`src/hdl/assert_macros.svh`:
```
// assertion helpers shared by the free stack and the top-level rtl
`ifndef ASSERT_MACROS_SVH
`define ASSERT_MACROS_SVH

// same-cycle implication, checked out of reset
`define ASSERT_IMPL(lbl, ante, cons) \
  lbl: assert property (@(posedge clk) disable iff (rst) (ante) |-> (cons)) \
    else $error("assertion failed");

// next-cycle implication, checked out of reset
`define ASSERT_NEXT(lbl, ante, cons) \
  lbl: assert property (@(posedge clk) disable iff (rst) (ante) |=> (cons)) \
    else $error("assertion failed");

`endif

```
`src/hdl/bmft_pkg.sv`:
```
//------------------------------------------------------------------------------
// bmft_pkg
// Constants, codes and control structs of the block mapped translation layer.
//------------------------------------------------------------------------------
`timescale 1ns / 1ps
`default_nettype none

package bmft_pkg;

  localparam int PAGES    = 8;
  localparam int OFF_W    = 3;
  localparam int LBLK     = 60;
  localparam int PBLK     = 64;
  localparam int BLK_W    = 6;
  localparam int PAGE_W   = 9;
  localparam int FILL_W   = 4;
  localparam int CNT_W    = 7;
  localparam int SECTORS  = LBLK * PAGES;

  typedef enum logic [2:0] {
    CMD_READ     = 3'd0,
    CMD_UNMAPPED = 3'd1,
    CMD_PROGRAM  = 3'd2,
    CMD_COPY     = 3'd3,
    CMD_ERASE    = 3'd4,
    CMD_NOFREE   = 3'd5,
    CMD_RANGE    = 3'd6
  } cmd_t;

  typedef enum logic [3:0] {
    S_IDLE,
    S_LOOK,
    S_RADDR,
    S_RCMP,
    S_POP,
    S_MADDR,
    S_MCMP,
    S_CSEL,
    S_CRD,
    S_CWR,
    S_ERASE,
    S_PROG,
    S_SOLE
  } state_t;

  // page tag store access
  typedef struct packed {
    logic [PAGE_W-1:0] rd_addr;
    logic              wr_en;
    logic [PAGE_W-1:0] wr_addr;
    logic [PAGE_W-1:0] wr_data;
  } tag_ctl_t;

  // tag compare results
  typedef struct packed {
    logic [PAGE_W-1:0] tag;
    logic              lbn_hit;
    logic              lsn_hit;
  } tag_stat_t;

  // free stack requests
  typedef struct packed {
    logic             pop;
    logic             push;
    logic [BLK_W-1:0] push_blk;
  } fs_ctl_t;

endpackage

`default_nettype wire

```
`src/hdl/bmft_free_stack.sv`:
```
//------------------------------------------------------------------------------
// bmft_free_stack
// LIFO of free physical blocks; unwritten entries read as their reset block.
//------------------------------------------------------------------------------
`timescale 1ns / 1ps
`default_nettype none
`include "assert_macros.svh"

module bmft_free_stack (
  input  wire logic                        clk,
  input  wire logic                        rst,
  input  wire bmft_pkg::fs_ctl_t           ctl,
  output logic [bmft_pkg::CNT_W-1:0]       count,
  output logic [bmft_pkg::BLK_W-1:0]       top
);
  import bmft_pkg::*;

  logic [BLK_W-1:0] mem [PBLK];
  logic [PBLK-1:0]  vld;
  logic [BLK_W-1:0] mem_q;
  logic [BLK_W-1:0] dflt_q;
  logic             sel_q;
  logic [BLK_W-1:0] top_addr;

  assign top_addr = BLK_W'(count - CNT_W'(1));

  // count and written flags
  always_ff @(posedge clk) begin
    if (rst) begin
      count <= CNT_W'(PBLK);
      vld   <= '0;
    end else if (ctl.pop) begin
      count <= count - CNT_W'(1);
    end else if (ctl.push && count < CNT_W'(PBLK)) begin
      vld[count[BLK_W-1:0]] <= 1'b1;
      count <= count + CNT_W'(1);
    end
  end

  // storage and registered top read
  always_ff @(posedge clk) begin
    if (ctl.push && !ctl.pop && count < CNT_W'(PBLK)) begin
      mem[count[BLK_W-1:0]] <= ctl.push_blk;
    end
    mem_q  <= mem[top_addr];
    sel_q  <= vld[top_addr];
    dflt_q <= ~top_addr;
  end

  assign top = sel_q ? mem_q : dflt_q;

  `ASSERT_IMPL(a_pop_nonempty, ctl.pop, count != '0)
  `ASSERT_IMPL(a_count_max, 1'b1, count <= CNT_W'(PBLK))
  `ASSERT_NEXT(a_pop_dec, ctl.pop, count == $past(count) - CNT_W'(1))

endmodule

`default_nettype wire

```
`config.mk`:
```
export PLATFORM = sky130hd
export DESIGN_NAME = bmft_free_stack
export DESIGN_NICKNAME = d
export VERILOG_FILES = /design/src/hdl/bmft_pkg.sv /design/src/hdl/bmft_free_stack.sv
export VERILOG_INCLUDE_DIRS = /design/src /design/src/hdl
export SDC_FILE = /design/constraint.sdc
export NUM_CORES = 1
export LEC_CHECK = 0
export ABC_CLOCK_PERIOD_IN_PS = 3500
export BUFFER_PORTS_ARGS = -buffer_cell sky130_fd_sc_hd__buf_2
export CORE_UTILIZATION = 35
export CTS_CLUSTER_DIAMETER = 50
export DETAILED_ROUTE_END_ITERATION = 7
export SLEW_MARGIN = 30
export SYNTH_ARGS = -nofsm -noshare
export SYNTH_HDL_FRONTEND = slang
export SYNTH_SLANG_ARGS = --single-unit
```
`constraint.sdc`:
```
create_clock -name clk -period 3.5 [get_ports clk]
set_input_delay 0.35 -clock clk [delete_from_list [all_inputs] [get_ports clk]]
set_output_delay 0.35 -clock clk [all_outputs]
set_load 0.05 [all_outputs]
```
# After elaboration in Yosys (flattened, before gate mapping)
# Memory sizes are Yosys's and may differ from the RTL's. A register that Yosys moved wholly into a read port is not among the register bits.
# Cells that the tools add are included.
# W data, S select, Z words.
# op_classes
reduce_logical	7
n_addsub	2
mux	9
n_lt_le_gt_ge	4
bitwise	3
# ops
cell	n
$or A64 B64 Y64	1
$lt A6 B7 Y1 const B	2
$mux W7	2
$add A7 B1 Y7 const B	1
$lt A7 B7 Y1 const B	1
$sub A7 B1 Y7 const B	1
$bmux W1 S6	1
$demux W1 S6	1
$ge A6 B1 Y1 const B	1
$mux W6	1
$not A6 Y6	1
$logic_and A1 B1 Y1	4
$mux W1	4
$reduce_and A2 Y1	1
$reduce_bool A2 Y1	1
$logic_not A1 Y1	1
$not A1 Y1	1
# word_totals
word_cells	30
ramBits	384
mem_count	1
register_bits	78
# memory_table
name	words	word_bits	read_ports	rd_ports_with_merged_regs	write_ports	line_no	source
mem	64	6	1	1	1	bmft_free_stack.sv:18	logic [BLK_W-1:0] mem [PBLK];

# Depth between registers and ports, before layout
# depth
word_depth	5
ltp_mapped	13

# Worst setup path before layout
# No wires, ideal clock.
# synth_timing
kind	register to register
start	register count[0] (netlist bit)
end	register mem_q[0] (read register of mem)
slack_ns	-0.085
t_required_ns	3.380
stages_incl_launch_ff	13
setup_ns	0.120
arrival_time_ns	3.465
n_path_buf	6
cell_sequence	dfxtp_1 buf_4 buf_4 buf_4 inv_1 ha_1 clkbuf_1 buf_2 clkbuf_1 mux4_2 a22oi_1 a21boi_0 a211o_1
# synth_via
elab_chain_cells	1
# synth_rtl
element	line_no	source
from (decl)	bmft_free_stack.sv:13	output logic [bmft_pkg::CNT_W-1:0] count,
from (signal assigned)	bmft_free_stack.sv:30	count <= CNT_W'(PBLK);
from (signal assigned)	bmft_free_stack.sv:33	count <= count - CNT_W'(1);
from (signal assigned)	bmft_free_stack.sv:36	count <= count + CNT_W'(1);
$sub A7 B1 Y7	n/a	
to (decl)	bmft_free_stack.sv:20	logic [BLK_W-1:0] mem_q;
# Every way passes these cells.
# A chain may end at the register's enable or synchronous reset.

# Final worst setup path
# layout_timing
start	register count[1] (netlist bit)
end	register mem_q[3] (read register of mem)
# Same word-level chain as after synthesis.

==> out/results.ini <==
[run_status]
outcome=complete, no violations

[logic_synthesis]
ys_types=41
synth_top_area_share_pct=63.16
synth-async-reset-ratio_pct=0
synth_area_leaders=edfxtp_1 63%, mux4_2 13%, dfxtp_1 9.2%
avgSynthCellArea_um2=16.84
synthCells=1084
ys_ff_latch=468
netlist_area_mm2=0.01826
yosysSeqAreaShare_pct=72.37
yosys.area.top_type=edfxtp_1
synth_warnings=0
synth_ff_type=edfxtp_1
synthesis.nets=1096
synth_edf_count=384

[place]
hpwl_mm=27.48
place_ws_ns=0.7878
place_congestion=0.8848
port_buffers=22

[layout]
regArea_mm2=0.01322
drive_gt1_share_pct=23.53
syn_to_final_growth_pct=14.99
diodes=0
multi_input_area_mm2=0.004782
fillers=4620
fin_nets=1164

[power_and_ir_drop]
intPower_uw=9737
clock_power_share_pct=36.7
p_leak_uw=0.006808
powerDensity_mw_per_mm2=639.1
p_comb_share_pct=17.3
power_uw=13420
pwr-share-seq_pct=46.0
vdd_ir_drop_max_mv=0.4246
p_sw_uw=3681
swShare_pct=27.43

[critical_path]
end_kind=flip-flop
critPathKind=reg2reg
cp_slowest_stage_delay_ns=0.51
path_cells=inv_1 -> ha_4 -> buf_12 -> mux4_2 -> and3_1 -> a221oi_1 -> a22oi_1 -> a211o_1
r2r-start=count[1]
start_kind=flip-flop
worstPathRequired_ns=3.95
path_max_fanout=19
rr_worst_depth=8
rrSetupSlack_ns=0.80
regToRegEndpoint=mem_q[3]
worst_ep_arrival_time_ns=3.15
critPathSlowestCell=dfxtp_1

[timing]
rsz0062_at_grt=no
final_max_slew_viol_count=0
min_period_over_period_pct=77.04
maxSlewHeadroom_pct=37.78
period_minus_slack_ns=2.696
setup_violations=0
setup_ws_ns=0.8036
hold_viol=0
max_clock_freq_mhz=370.9
fin_tns_setup_ns=0
worstMarginPinSlew_ns=0.9333
finalClockSkew_ns=0.01729

[clocking]
numCtsBuffers=48
cts_sinks=468
cts_root_buf=clkbuf_16
cts_setup_buffers=0
cts_max_level=2
postCtsHoldBufs=0
cts_tree=built
clockBufferDepth=3
cts_resized=0
worstSkewPairLatency_ns=0.58
path_clk_slew_ns=0.06

[grt]
grt.total_usage_pct=16.37
antenna_found_initial=0
overflow=0
grt_pass1_vias=9989
grt_pass1_wl_mm=64.31
grt_max_degree=65

[min_path]
min_to=count[5]
hold_path.class=in2reg
min-delay-start=ctl[7]
worstHoldPathCells=2

[drt]
drt_iter0_drc=808
vias_per_cell=5.207
first_pass_iters=5
wire_per_inst_um=22.78
ant_nets=0
vias=9737
drt_wl_total_mm=42.59
drc_errors=0

[floorplanning]
dieArea_mm2=0.05308
core-area_mm2=0.05141
die_w_um=230.4
ioPinCount=23
initial_core_util_pct=35.52
rows=83
die_h_um=230.4

[run]
max-cap-violations=0

==> registers in the layout (all words and copies together) (netlist names) <==
register	count
mem	384
mem_q	6
vld	64
dflt_q	6
sel_q	1
count	7
==> final cells by class <==
type / instances / share of cell area [%]
inverters: 5 / 0.08940
flip-flops and latches: 468 / 62.95
clock inverters: 21 / 0.5960
multi-input cells: 550 / 22.78
repair buffers: 79 / 2.837
clock buffers: 67 / 6.693
well taps: 680 / 4.053
==> power by group through the flow <==
stage | Clock [µW] | Combinational (µW) | Sequential, µW
6_report | 4920 | 2320 | 6180
5_1_grt | 5220 | 2460 | 6180
4_1_cts | 5010 | 2340 | 6170
3_5_place_dp | 0 | 2330 | 6290
3_3_place_gp | 0 | 2340 | 6290
2_1_floorplan | 0 | 1500 | 6280
==> logic make-up after synthesis <==
family | count (synthesis) | share of synthesized area, %
adders and majority gates | 2 | 0.1370
xor gates and xnor gates | 9 | 0.4729
AOI/OAI and AO/OA | 68 | 2.508
buffers and inverters | 66 | 1.610
DFF | 468 | 72.37
muxes | 144 | 15.34
and+or+nand+nor | 327 | 7.566
==> how the worst max path moves through the flow <==
| stage | from | endpoint | cells after the start |
|---|---|---|---|
| 2_1_floorplan | count[0] | mem_q[0] | 12 |
| 3_3_place_gp | count[0] | mem_q[5] | 6 |
| 3_5_place_dp | ctl[7] | mem[1][2] | 6 |
| 4_1_cts | count[1] | mem_q[5] | 8 |
| 5_1_grt | count[1] | mem_q[4] | 8 |
| 6_report | count[1] | mem_q[3] | 8 |
==> worst max-delay path, delay by kind of cell (launching register included) <==
family / cells / cell delay, ns
AOI/OAI and AO/OA: 3 / 0.68
DFF: 1 / 0.51
adders and majority gates: 1 / 0.48
buffers and inverters: 2 / 0.41
muxes: 1 / 0.30
and+or+nand+nor: 1 / 0.19
==> metrics by stage <==
step | cell area (µm²) | utilization, % | std cells | hold slack, ns
CTS | 20990 | 40.84 | 1870 | 0.1215
global placement | 19460 | 37.85 | 1782 | 0.4444
detailed placement | 19460 | 37.86 | 1782 | 0.4526
floorplan | 18260 | - | 1084 | 0.4315
finish | 20990 | 40.84 | 1870 | 0.1717
global route | 20990 | 40.84 | 1870 | 0.1651
==> cells in the mapped netlist (all sizes together) (2+ instances only) <==
cell	n
mux4	108
nand3	29
inv	5
mux2i	30
a21oi	30
or3b	2
nor2	184
a21boi	4
ha	2
a31oi	2
a211oi	4
nor3b	5
nor3	4
clkbuf	41
nor2b	2
mux2	6
xnor2	6
a22oi	10
nand4	7
and3	4
dfxtp	84
nand2b	2
a211o	2
and2	4
buf	20
xor2	3
and3b	2
a221oi	2
nand3b	2
edfxtp	384
a32oi	10
or3	2
nand2	77
o21ba	3
==> placed cells by master (no fill, tap or decap), drive strengths merged, types with 5 or more instances in the layout <==
master  Yosys  final
xnor2       6      6
nand3      29     29
nand2      77     77
clkinv      0     15
inv         5      8
clkbuf     41     67
mux2i      30     30
mux2        6      6
a32oi      10     10
nand4       7      7
a21oi      30     30
buf        20     79
dfxtp      84     84
nor3b       5      5
edfxtp    384    384
a22oi      10     10
mux4      108    108
nor2      184    184
==> routing by layer <==
layer  vias up  global-route usage (%)  wire (µm)
li1       4324                       -          -
met1      5045                   22.32      18410
met2       314                   26.41      20590
met3        54                   3.150       2675
met4         0                   5.215        908
met5         -                       0          0
(Power assumes the default switching activity.)
